File: config.mk
export PLATFORM = sky130hd
export DESIGN_NAME = double_ended_queue_top
export DESIGN_NICKNAME = d
export VERILOG_FILES = /design/src/deq_pkg.sv /design/src/deq_ctrl.sv /design/src/double_ended_queue_top.sv
export SDC_FILE = /design/constraint.sdc
export NUM_CORES = 2
export LEC_CHECK = 0
export ABC_AREA = 1
export BUFFER_PORTS_ARGS = -buffer_cell sky130_fd_sc_hd__buf_2
export CORE_MARGIN = 8
export CORE_UTILIZATION = 55
export DETAILED_ROUTE_END_ITERATION = 10
export GPL_TIMING_DRIVEN = 1
export MAX_ROUTING_LAYER = met4
export PLACE_DENSITY = 0.71
export SLEW_MARGIN = 40
export SYNTH_ARGS = -nofsm -noshare
export SYNTH_HDL_FRONTEND = slang
export SYNTH_SLANG_ARGS = --single-unit
File: constraint.sdc
create_clock -name clk_i -period 5.5 [get_ports clk_i]
set_input_delay 0 -clock clk_i [delete_from_list [all_inputs] [get_ports clk_i]]
set_output_delay 0 -clock clk_i [all_outputs]
set_load 0.05 [all_outputs]
File: src/deq_pkg.sv
package deq_pkg;

  // Opcodes of an input beat
  localparam logic [2:0] OP_PUSH_L = 3'd0;
  localparam logic [2:0] OP_PUSH_R = 3'd1;
  localparam logic [2:0] OP_POP_L  = 3'd2;
  localparam logic [2:0] OP_POP_R  = 3'd3;
  localparam logic [2:0] OP_PEEK_L = 3'd4;
  localparam logic [2:0] OP_PEEK_R = 3'd5;
  localparam logic [2:0] OP_REV    = 3'd6;

  // Result status codes
  localparam logic [1:0] ST_OK    = 2'd0;
  localparam logic [1:0] ST_EMPTY = 2'd1;
  localparam logic [1:0] ST_FULL  = 2'd2;
  localparam logic [1:0] ST_NULL  = 2'd3;

  // Ring access requested by the controller for one beat
  typedef struct packed {
    logic       wr;      // write the ring entry
    logic       rd;      // read the ring entry, result carries the word
    logic [1:0] status;
  } deq_req_t;

endpackage

File: src/deq_ctrl.sv
module deq_ctrl #(
  parameter int unsigned DEPTH = 64,
  parameter int unsigned SW    = 32,
  localparam int unsigned AW   = (DEPTH > 1) ? $clog2(DEPTH) : 1,
  localparam int unsigned CntW = $clog2(DEPTH + 1)
) (
  input  logic              clk_i,
  input  logic              rst_ni,
  input  logic              accept_i,
  input  logic [2:0]        opcode_i,
  input  logic [SW-1:0]     word_i,
  output deq_pkg::deq_req_t req_o,
  output logic [AW-1:0]     addr_o,
  output logic [CntW-1:0]   count_o
);
  import deq_pkg::*;

  localparam logic [AW:0]     DepthW = (AW+1)'(DEPTH);
  localparam logic [CntW-1:0] DepthC = CntW'(DEPTH);
  localparam logic [AW-1:0]   LastIx = AW'(DEPTH - 1);

  logic [AW-1:0]   head_q, head_d;
  logic [CntW-1:0] count_q, count_d;
  logic            rev_q, rev_d;

  logic            empty, full, null_word;
  logic            left_op, at_front;
  logic [AW:0]     tail_sum, back_sum;
  logic [AW-1:0]   tail_pos, back_pos, head_dec, head_inc;
  deq_req_t        req;

  // Ring positions: slot after the back end, last entry, neighbours of head
  always_comb begin
    tail_sum = (AW+1)'(head_q) + (AW+1)'(count_q);
    back_sum = (AW+1)'(head_q) + (AW+1)'(count_q - CntW'(1));
    tail_pos = (tail_sum >= DepthW) ? AW'(tail_sum - DepthW) : AW'(tail_sum);
    back_pos = (back_sum >= DepthW) ? AW'(back_sum - DepthW) : AW'(back_sum);
    head_dec = (head_q == '0) ? LastIx : head_q - AW'(1);
    head_inc = (head_q == LastIx) ? '0 : head_q + AW'(1);
  end

  assign empty     = (count_q == '0);
  assign full      = (count_q == DepthC);
  assign null_word = (word_i == '0);
  // Even opcodes of pushes, pops and peeks act on the left end
  assign left_op   = ~opcode_i[0];
  assign at_front  = left_op ^ rev_q;

  // Decode the beat against the current ring state
  always_comb begin
    head_d     = head_q;
    count_d    = count_q;
    rev_d      = rev_q;
    req        = '0;
    req.status = ST_OK;
    addr_o     = head_q;
    unique case (opcode_i)
      OP_PUSH_L, OP_PUSH_R: begin
        if (null_word) begin
          req.status = ST_NULL;
        end else if (full) begin
          req.status = ST_FULL;
        end else begin
          req.wr  = 1'b1;
          count_d = count_q + CntW'(1);
          if (at_front) begin
            head_d = head_dec;
            addr_o = head_dec;
          end else begin
            addr_o = tail_pos;
          end
        end
      end
      OP_POP_L, OP_POP_R, OP_PEEK_L, OP_PEEK_R: begin
        if (empty) begin
          req.status = ST_EMPTY;
        end else begin
          req.rd = 1'b1;
          addr_o = at_front ? head_q : back_pos;
          if (opcode_i == OP_POP_L || opcode_i == OP_POP_R) begin
            count_d = count_q - CntW'(1);
            if (at_front) head_d = head_inc;
          end
        end
      end
      OP_REV: begin
        rev_d = ~rev_q;
      end
      default: begin
        // unused opcode: no effect
      end
    endcase
  end

  always_ff @(posedge clk_i or negedge rst_ni) begin
    if (!rst_ni) begin
      head_q  <= '0;
      count_q <= '0;
      rev_q   <= 1'b0;
    end else if (accept_i) begin
      head_q  <= head_d;
      count_q <= count_d;
      rev_q   <= rev_d;
    end
  end

  always_comb begin
    req_o        = req;
    req_o.wr     = req.wr & accept_i;
    req_o.rd     = req.rd & accept_i;
  end
  assign count_o = count_d;

endmodule

File: src/double_ended_queue_top.sv
// Channel | valid      | ready      | payload
// in      | in_valid_i | in_ready_o | opcode_i, data_in_i
// out     | out_valid_o| out_ready_i| data_out_o, data_valid_o, status_o, entry_count_out_o
//
// One beat per cycle unless stalled; results pass the pending stage and output register.
// Head, count and orientation update at accept; the ring RAM is written or read
// at that edge and the read word lands in the pending stage the cycle after.
// Reset clears the pointers, count, orientation and both stage valids; ring
// contents are undefined and never read before being written.
// A stalled output holds the pending stage, which holds the input side.
module double_ended_queue_top #(
  parameter int unsigned DEPTH      = 64,
  parameter int unsigned DATA_WIDTH = 32,
  localparam int unsigned CntW      = $clog2(DEPTH + 1)
) (
  input  logic            clk_i,
  input  logic            rst_ni,
  input  logic            in_valid_i,
  output logic            in_ready_o,
  input  logic [2:0]      opcode_i,
  input  logic [31:0]     data_in_i,
  output logic            out_valid_o,
  input  logic            out_ready_i,
  output logic [31:0]     data_out_o,
  output logic            data_valid_o,
  output logic [1:0]      status_o,
  output logic [CntW-1:0] entry_count_out_o
);
  import deq_pkg::*;

  localparam int unsigned SW = (DATA_WIDTH < 32) ? DATA_WIDTH : 32;
  localparam int unsigned AW = (DEPTH > 1) ? $clog2(DEPTH) : 1;

  logic            accept;
  deq_req_t        req;
  logic [AW-1:0]   addr;
  logic [CntW-1:0] count;

  logic [SW-1:0]   ring_mem [DEPTH];
  logic [SW-1:0]   rdata_q;

  logic            p_valid_q, p_rd_q;
  logic [1:0]      p_status_q;
  logic [CntW-1:0] p_count_q;
  logic            p_move, out_free;

  logic            o_valid_q, o_dvalid_q;
  logic [31:0]     o_data_q;
  logic [1:0]      o_status_q;
  logic [CntW-1:0] o_count_q;

  assign out_free   = ~o_valid_q | out_ready_i;
  assign p_move     = p_valid_q & out_free;
  assign in_ready_o = ~p_valid_q | out_free;
  assign accept     = in_valid_i & in_ready_o;

  deq_ctrl #(
    .DEPTH (DEPTH),
    .SW    (SW)
  ) u_ctrl (
    .clk_i    (clk_i),
    .rst_ni   (rst_ni),
    .accept_i (accept),
    .opcode_i (opcode_i),
    .word_i   (data_in_i[SW-1:0]),
    .req_o    (req),
    .addr_o   (addr),
    .count_o  (count)
  );

  // Ring RAM, one access per beat, registered read
  always_ff @(posedge clk_i) begin
    if (req.wr) ring_mem[addr] <= data_in_i[SW-1:0];
    if (req.rd) rdata_q <= ring_mem[addr];
  end

  // Pending stage: waits for the RAM word
  always_ff @(posedge clk_i or negedge rst_ni) begin
    if (!rst_ni) begin
      p_valid_q <= 1'b0;
    end else if (accept) begin
      p_valid_q <= 1'b1;
    end else if (p_move) begin
      p_valid_q <= 1'b0;
    end
  end

  always_ff @(posedge clk_i) begin
    if (accept) begin
      p_rd_q     <= req.rd;
      p_status_q <= req.status;
      p_count_q  <= count;
    end
  end

  // Output register
  always_ff @(posedge clk_i or negedge rst_ni) begin
    if (!rst_ni) begin
      o_valid_q <= 1'b0;
    end else if (p_move) begin
      o_valid_q <= 1'b1;
    end else if (out_ready_i) begin
      o_valid_q <= 1'b0;
    end
  end

  always_ff @(posedge clk_i) begin
    if (p_move) begin
      o_data_q   <= p_rd_q ? 32'(rdata_q) : '0;
      o_dvalid_q <= p_rd_q;
      o_status_q <= p_status_q;
      o_count_q  <= p_count_q;
    end
  end

  assign out_valid_o       = o_valid_q;
  assign data_out_o        = o_data_q;
  assign data_valid_o      = o_dvalid_q;
  assign status_o          = o_status_q;
  assign entry_count_out_o = o_count_q;

`ifndef ASSERT_OFF
  a_dvalid_ok: assert property (@(posedge clk_i) disable iff (!rst_ni)
    o_valid_q && o_dvalid_q |-> o_status_q == ST_OK)
    else $error("data valid with non-ok status");
  a_pend_hold: assert property (@(posedge clk_i) disable iff (!rst_ni)
    p_valid_q && !out_free |=> p_valid_q)
    else $error("pending beat lost under stall");
  a_accept_pend: assert property (@(posedge clk_i) disable iff (!rst_ni)
    accept |=> p_valid_q)
    else $error("accepted beat not pending");
  a_count_range: assert property (@(posedge clk_i) disable iff (!rst_ni)
    accept |-> count <= CntW'(DEPTH))
    else $error("entry count beyond depth");
`endif

endmodule
---- Word level (Yosys, flattened, before mapping) ----
Memories as Yosys holds them, arrays and structs flattened. A register that Yosys moved wholly into a read port is not among the register bits.
Cells that the tools add are included.
storage, ports and cells
  memories kept ........................... 1
  register bits after elaboration ......... 68
  memory bits (writable) .................. 2048
memories
  name      depth  width  read ports  clocked after memory_dff  wr ports  line                          text
  ring_mem  64     32     1           1                         1         double_ended_queue_top.sv:39  logic [SW-1:0] ring_mem [DEPTH];
operators by class
  reduce and logical (&&, ||, !) cells .... 12
  equal/unequal tests ..................... 14
  multiplexer cells ....................... 37
  order comparisons ....................... 2
  add/sub/neg operators ................... 8
  bitwise logic cells ..................... 11
operators by type and width
  cell                   count
  $mux W6                15
  $logic_not A32 Y1      1
  $mux W7                4
  $pmux W6 S2            2
  $sub A6 B1 Y6 const B  3
  $add A6 B7 Y7          2
  $ge A7 B7 Y1 const B   2
  $pmux W7 S2            1
  $mux W1                12
  $eq A3 B3 Y1 const B   3
  $reduce_and A8 Y1      1
  $add A7 B1 Y7 const B  1
  $eq A7 B7 Y1 const B   1
  $logic_not A7 Y1       1
  $sub A7 B1 Y7 const B  1
  $add A6 B1 Y6 const B  1
  $eq A3 B2 Y1 const B   2
  $eq A6 B6 Y1 const B   1
  $logic_not A6 Y1       1
  $ne A2 B1 Y1 const B   3
  $ne A2 B2 Y1 const B   3
  $reduce_bool A2 Y1     3
  $and A1 B1 Y1          4
  $mux W2                2
  other kinds (10)       14

---- Longest topological paths before layout ----
  word-level depth ........................ 7
  gate-level depth with buffers ........... 25
  mapped depth without buffers ............ 23

---- Modules after synthesis ----
A second synthesis with hierarchy kept.
second synthesis, totals
  cells, all modules ...................... 8984
  area, all modules ....................... 91129.9 µm²
by module, submodules not included
  module                  seq. area each (µm²)  cells each  area each (µm²)  times used
  double_ended_queue_top  64071.4               8570        88712.6          1
  deq_ctrl                350.3                 414         2417.3           1

---- Worst setup path after synthesis ----
Ideal clock, no wire load.
  path type ............................... reg-to-reg
  start point ............................. reg u_ctrl.count_q[0]
  end point ............................... mem ring_mem[0][0], enable pin
  stages on the path, launching flop included .. 19
  setup slack ............................. 1.023 ns
  period minus slack after synthesis ...... 4.477 ns
  arrival time ............................ 4.056 ns
  required time ........................... 5.079 ns
  library setup time ...................... 0.421 ns
  cells stage by stage .................... dfrtp_1 > inv_1 > ha_1 > xor2_1 > ha_1 > a21oi_1 > nand2_1 > nand2_1 > nand2_1 > a21oi_1 > or2_1 > nand4_1 > nand3_1 > nand3_1 > o21ai_1 > and2_1 > clkbuf_1 > nand2_1 > nor2_1
between the ends
  cells in the longest elaborated chain, start to end .. 7
ends and longest elaborated chain
  element                                      line                                          text
  start: declaration                           deq_ctrl.sv:23                                logic [CntW-1:0] count_q, count_d;
  start signal: assignment                     deq_ctrl.sv:102                               count_q <= count_d;
  $sub A7 B1 Y7, or another cell as far along  deq_ctrl.sv:35                                back_sum = (AW+1)'(head_q) + (AW+1)'(count_q - CntW'(1));
  $add A6 B7 Y7, or another cell as far along  deq_ctrl.sv:35
  $sub A6 B1 Y6, or another cell as far along  deq_ctrl.sv:37                                back_pos = (back_sum >= DepthW) ? AW'(back_sum - DepthW) : AW'(back_sum);
  $mux W6, or another cell as far along        deq_ctrl.sv:37
  $mux W6, or another cell as far along        deq_ctrl.sv:79                                addr_o = at_front ? head_q : back_pos;
  $mux W6, or another cell as far along        deq_ctrl.sv:75                                if (empty) begin
  $pmux W6 S2 or $mux W1 (tied branches)       deq_ctrl.sv:57, double_ended_queue_top.sv:73
  end: declaration                             double_ended_queue_top.sv:39
Several ways; a longest one is shown, not always the timed one.

---- Final worst setup path ----
  start point ............................. reg u_ctrl.head_q[0]
  end point ............................... reg rdata_q[16] (read register of ring_mem), data pin
between the ends
  cells in the longest elaborated chain, start to end .. 7
ends and longest elaborated chain
  element                                        line                          text
  start: declaration                             deq_ctrl.sv:22                logic [AW-1:0] head_q, head_d;
  start signal: assignment                       deq_ctrl.sv:97                head_q <= '0;
  start signal: assignment                       deq_ctrl.sv:101               head_q <= head_d;
  $add A6 B7 Y7                                  deq_ctrl.sv:34                tail_sum = (AW+1)'(head_q) + (AW+1)'(count_q);
  $sub A6 B1 Y6 or $ge A7 B7 Y1 (tied branches)  deq_ctrl.sv:36                tail_pos = (tail_sum >= DepthW) ? AW'(tail_sum - DepthW) : AW'(tail_sum);
  $mux W6                                        deq_ctrl.sv:36
  $mux W6                                        deq_ctrl.sv:66                if (at_front) begin
  $mux W6                                        deq_ctrl.sv:61                end else if (full) begin
  $mux W6                                        deq_ctrl.sv:59                if (null_word) begin
  $pmux W6 S2 (*)                                deq_ctrl.sv:57                unique case (opcode_i)
  end: declaration                               double_ended_queue_top.sv:40  logic [SW-1:0] rdata_q;
Mark *: on every way between the ends. The rest lies on a longest branch, timed or not.
A chain may end at the register's enable or synchronous reset.

==> flow_metrics.tcl <==
set metrics [dict create \
    worst_pin_slew_ns 0.915 \
    p_sw_share_pct 43.4 \
    area_growth_pct 12.3 \
    grt_pass1_vias 60400 \
    yosysSeqAreaShare_pct 68.1 \
    ant_nets 0 \
    avgSynthCellArea_um2 10.7 \
    gr-total-overflow 0 \
    path_max_fanout 47 \
    vdd_drop_max_mv 0.561 \
    die_w_um 431 \
    cts_setup_buffers 0 \
    drcViolationCount 0 \
    intPower_w 0.0331 \
    vias 63300 \
    grt_max_degree 169 \
    holdWs_ns 0.0484 \
    maxSlewViolCount 0 \
    synth_cells 8844 \
    die_h_um 431 \
    path_class "flop to flop" \
    hpwlAfterDp_um 151000 \
    synth_top_cell_area_share_pct 67.7 \
    ios 83 \
    antenna_found_initial 5 \
    setup_violations 0 \
    crit_required_ns 6.10 \
    final_hold_viol_count 0 \
    rsz0062_at_grt "no" \
    synth_seq_cells 2148 \
    synth-warning-count 0 \
    clk_pin_slew_ns 0.06 \
    min_path_type "input pin to flop" \
    fin_nets 9079 \
    grt_usage_pct 27.7 \
    syn_nets 8901 \
    worst_skew_pair.late_latency_ns 0.86 \
    endpoint_kind "flop" \
    fp-row-count 152 \
    power.share.combinational_pct 43.9 \
    fmax_ghz 0.218 \
    finalCriticalPeriod_ns 4.58 \
    final_common_cell "nand2_1" \
    start_util_pct 55.3 \
    power_density_nw_per_um2 551 \
    p_switching_w 0.0254 \
    drt_pass1_iterations 6 \
    yosys.cell_types.count 41 \
    p_seq_share_pct 32.5 \
    layout-drive-gt1-share_pct 8.28 \
    vias_per_cell 5.54 \
    htree_levels 4 \
    fin_skew_ns 0.0399 \
    fin_ws_ns 0.919 \
    dieArea_um2 185000 \
    dp.cells 11000 \
    root_buffer "clkbuf_16" \
    gp_congestion 0.899 \
    port_buffers 82 \
    final_cell_mix "nand2_1 (2,498), edfxtp_1 (2,132), inv_1 (1,615), nand3_1 (1,045), nand3b_1 (512)" \
    pwr-share-clk_pct 23.6 \
    r2r_slack_ns 0.92 \
    cts.sinks 2148 \
    cts_tree "done" \
    numCtsBuffers 214 \
    p_leak_nw 44.5 \
    wl_per_cell_um 22.4 \
    cap_viol_max_count 0 \
    core_um2 171000 \
    routed_wl_um 256000 \
    synthesis.area_um2 94600 \
    cp.arrival_ns 5.18 \
    synth.top_cells.by_area "edfxtp_1 (68%), nand2_1 (9.9%), inv_1 (6.4%)" \
    preCtsSetupSlack_ns 1.00 \
    slew_headroom_pct 39.0 \
    grt_pass1_wl_um 379000 \
    first_iter_violations 7671 \
    post-route-period-util_pct 83.3 \
    worst_setup_path_start_kind "flop" \
    status "completed" \
    setup_tns_ns 0 \
    synth_area_leader_cell "edfxtp_1" \
    clock_path_buffers 3 \
    post-route-util_pct 62.0 \
    finalNonFillerCells 11400 \
]
[layout make-up]
| cell class | instances | area (um^2) |
|---|---|---|
| Sequential cell | 2148 | 64400 |
| Timing Repair Buffer | 408 | 4220 |
| Fill cell | 13000 | 65000 |
| Clock inverter | 118 | 961 |
| Multi-Input combinational cell | 4592 | 21900 |
| Antenna cell | 2 | 5.00 |
| Tap cell | 2233 | 2790 |
| Inverter | 1658 | 6240 |
| Clock buffer | 272 | 5620 |
[worst max-delay path, cell delays in order (launching register included)]
cell and delay, ns:
dfrtp_1 0.58, clkinv_1 0.39, ha_1 0.32, nand3_1 0.21
nand3_1 0.11, o21ai_1 0.10, inv_1 0.06, nand3_1 0.12
nand3_4 0.22, nand2_8 0.41, buf_12 0.31, buf_12 0.28
buf_4 0.19, nand2_1 0.05, nand3_1 0.07, nand2_1 0.06
o21ai_0 0.41, nand2_1 0.11, nand2_1 0.08, nand2_1 0.05
inv_1 0.09, nand2_1 0.05
[stage by stage]
| stage | area [um^2] | power (W) |
|---|---|---|
| floorplan | 94600 | 0.0351 |
| global placement | 99000 | 0.0442 |
| detailed placement | 99000 | 0.0445 |
| CTS | 106000 | 0.0582 |
| global route | 106000 | 0.0614 |
| finish | 106000 | 0.0585 |
[path summary, 6_finish.rpt]
kind	from	endpoint	cells past startpoint
setup / recovery	u_ctrl.head_q[0]	rdata_q[16]	21
max in group asynchronous	rst_ni	u_ctrl.head_q[3]	4
min in group asynchronous	rst_ni	u_ctrl.count_q[0]	4
setup reg to reg	u_ctrl.head_q[0]	rdata_q[16]	21
hold / removal	data_in_i[7]	ring_mem[62][7]	2
hold reg to reg	p_status_q[0]	status_o[0]	0
[Yosys cell counts]
library cell	n
nand2_1	2499
edfxtp_1	2132
inv_1	1616
nand3_1	1047
nand3b_1	512
buf_2	230
o21ai_1	181
o21ai_0	117
clkbuf_1	114
nor2_1	111
buf_6	64
buf_4	34
clkinv_1	30
or2_0	27
dfrtp_1	16
ha_1	16
xor2_1	15
a21oi_1	14
inv_2	12
nor3_1	9
or2_2	8
nand4_1	4
nor2_2	4
o211ai_1	4
a31oi_1	3
buf_1	3
nand2_4	3
and2_1	2
fa_1	2
o221ai_1	2
o22ai_1	2
or2_1	2
a21oi_2	1
a22o_1	1
buf_8	1
mux2i_1	1
nand3_2	1
nor2_4	1
nor3_2	1
nor3_4	1
xnor2_1	1
[layer usage]
layer,global-route usage [%],vias to the layer above,wire [um]
met5,-,-,0
met3,4.57,495,25600
li1,-,29200,-
met1,37.5,30600,102000
met4,10.2,0,10200
met2,42.8,3109,118000
[power groups by stage]
stage | Sequential, W | Clock (W) | Combinational [W]
final | 0.0190 | 0.0138 | 0.0257
after global routing | 0.0190 | 0.0145 | 0.0278
after CTS | 0.0190 | 0.0139 | 0.0253
after detailed placement | 0.0193 | 0 | 0.0251
after global placement | 0.0193 | 0 | 0.0249
after floorplan | 0.0193 | 0 | 0.0158
[logic make-up (layout without fill, tap and decap cells)]
family	after synthesis	count (layout)	share of synthesized area, %
DFF	2148	2148	68.1
adders and majority gates	18	18	0.254
buffers and inverters	2104	2456	9.31
and+or+nand+nor	4232	4232	20.4
AOI/OAI and AO/OA	325	325	1.75
other	0	2	0
muxes	1	1	0.0106
xor gates and xnor gates	16	16	0.148
[sequential cells by signal, indices dropped and copies added (netlist names)]
name / count
p_count_q: 7
data_valid_o: 1
p_status_q: 2
out_valid_o: 1
status_o: 2
p_rd_q: 1
data_out_o: 32
rdata_q: 32
u_ctrl.count_q: 7
entry_count_out_o: 7
p_valid_q: 1
u_ctrl.rev_q: 1
u_ctrl.head_q: 6
ring_mem: 2048
[what timing repair did]
item | CTS | global route
resized for setup | 0 | 0
hold buffers | 38 | 3
endpoints found under the hold margin | 1822 | 144
No activity file was read; power rests on OpenSTA's default activity.
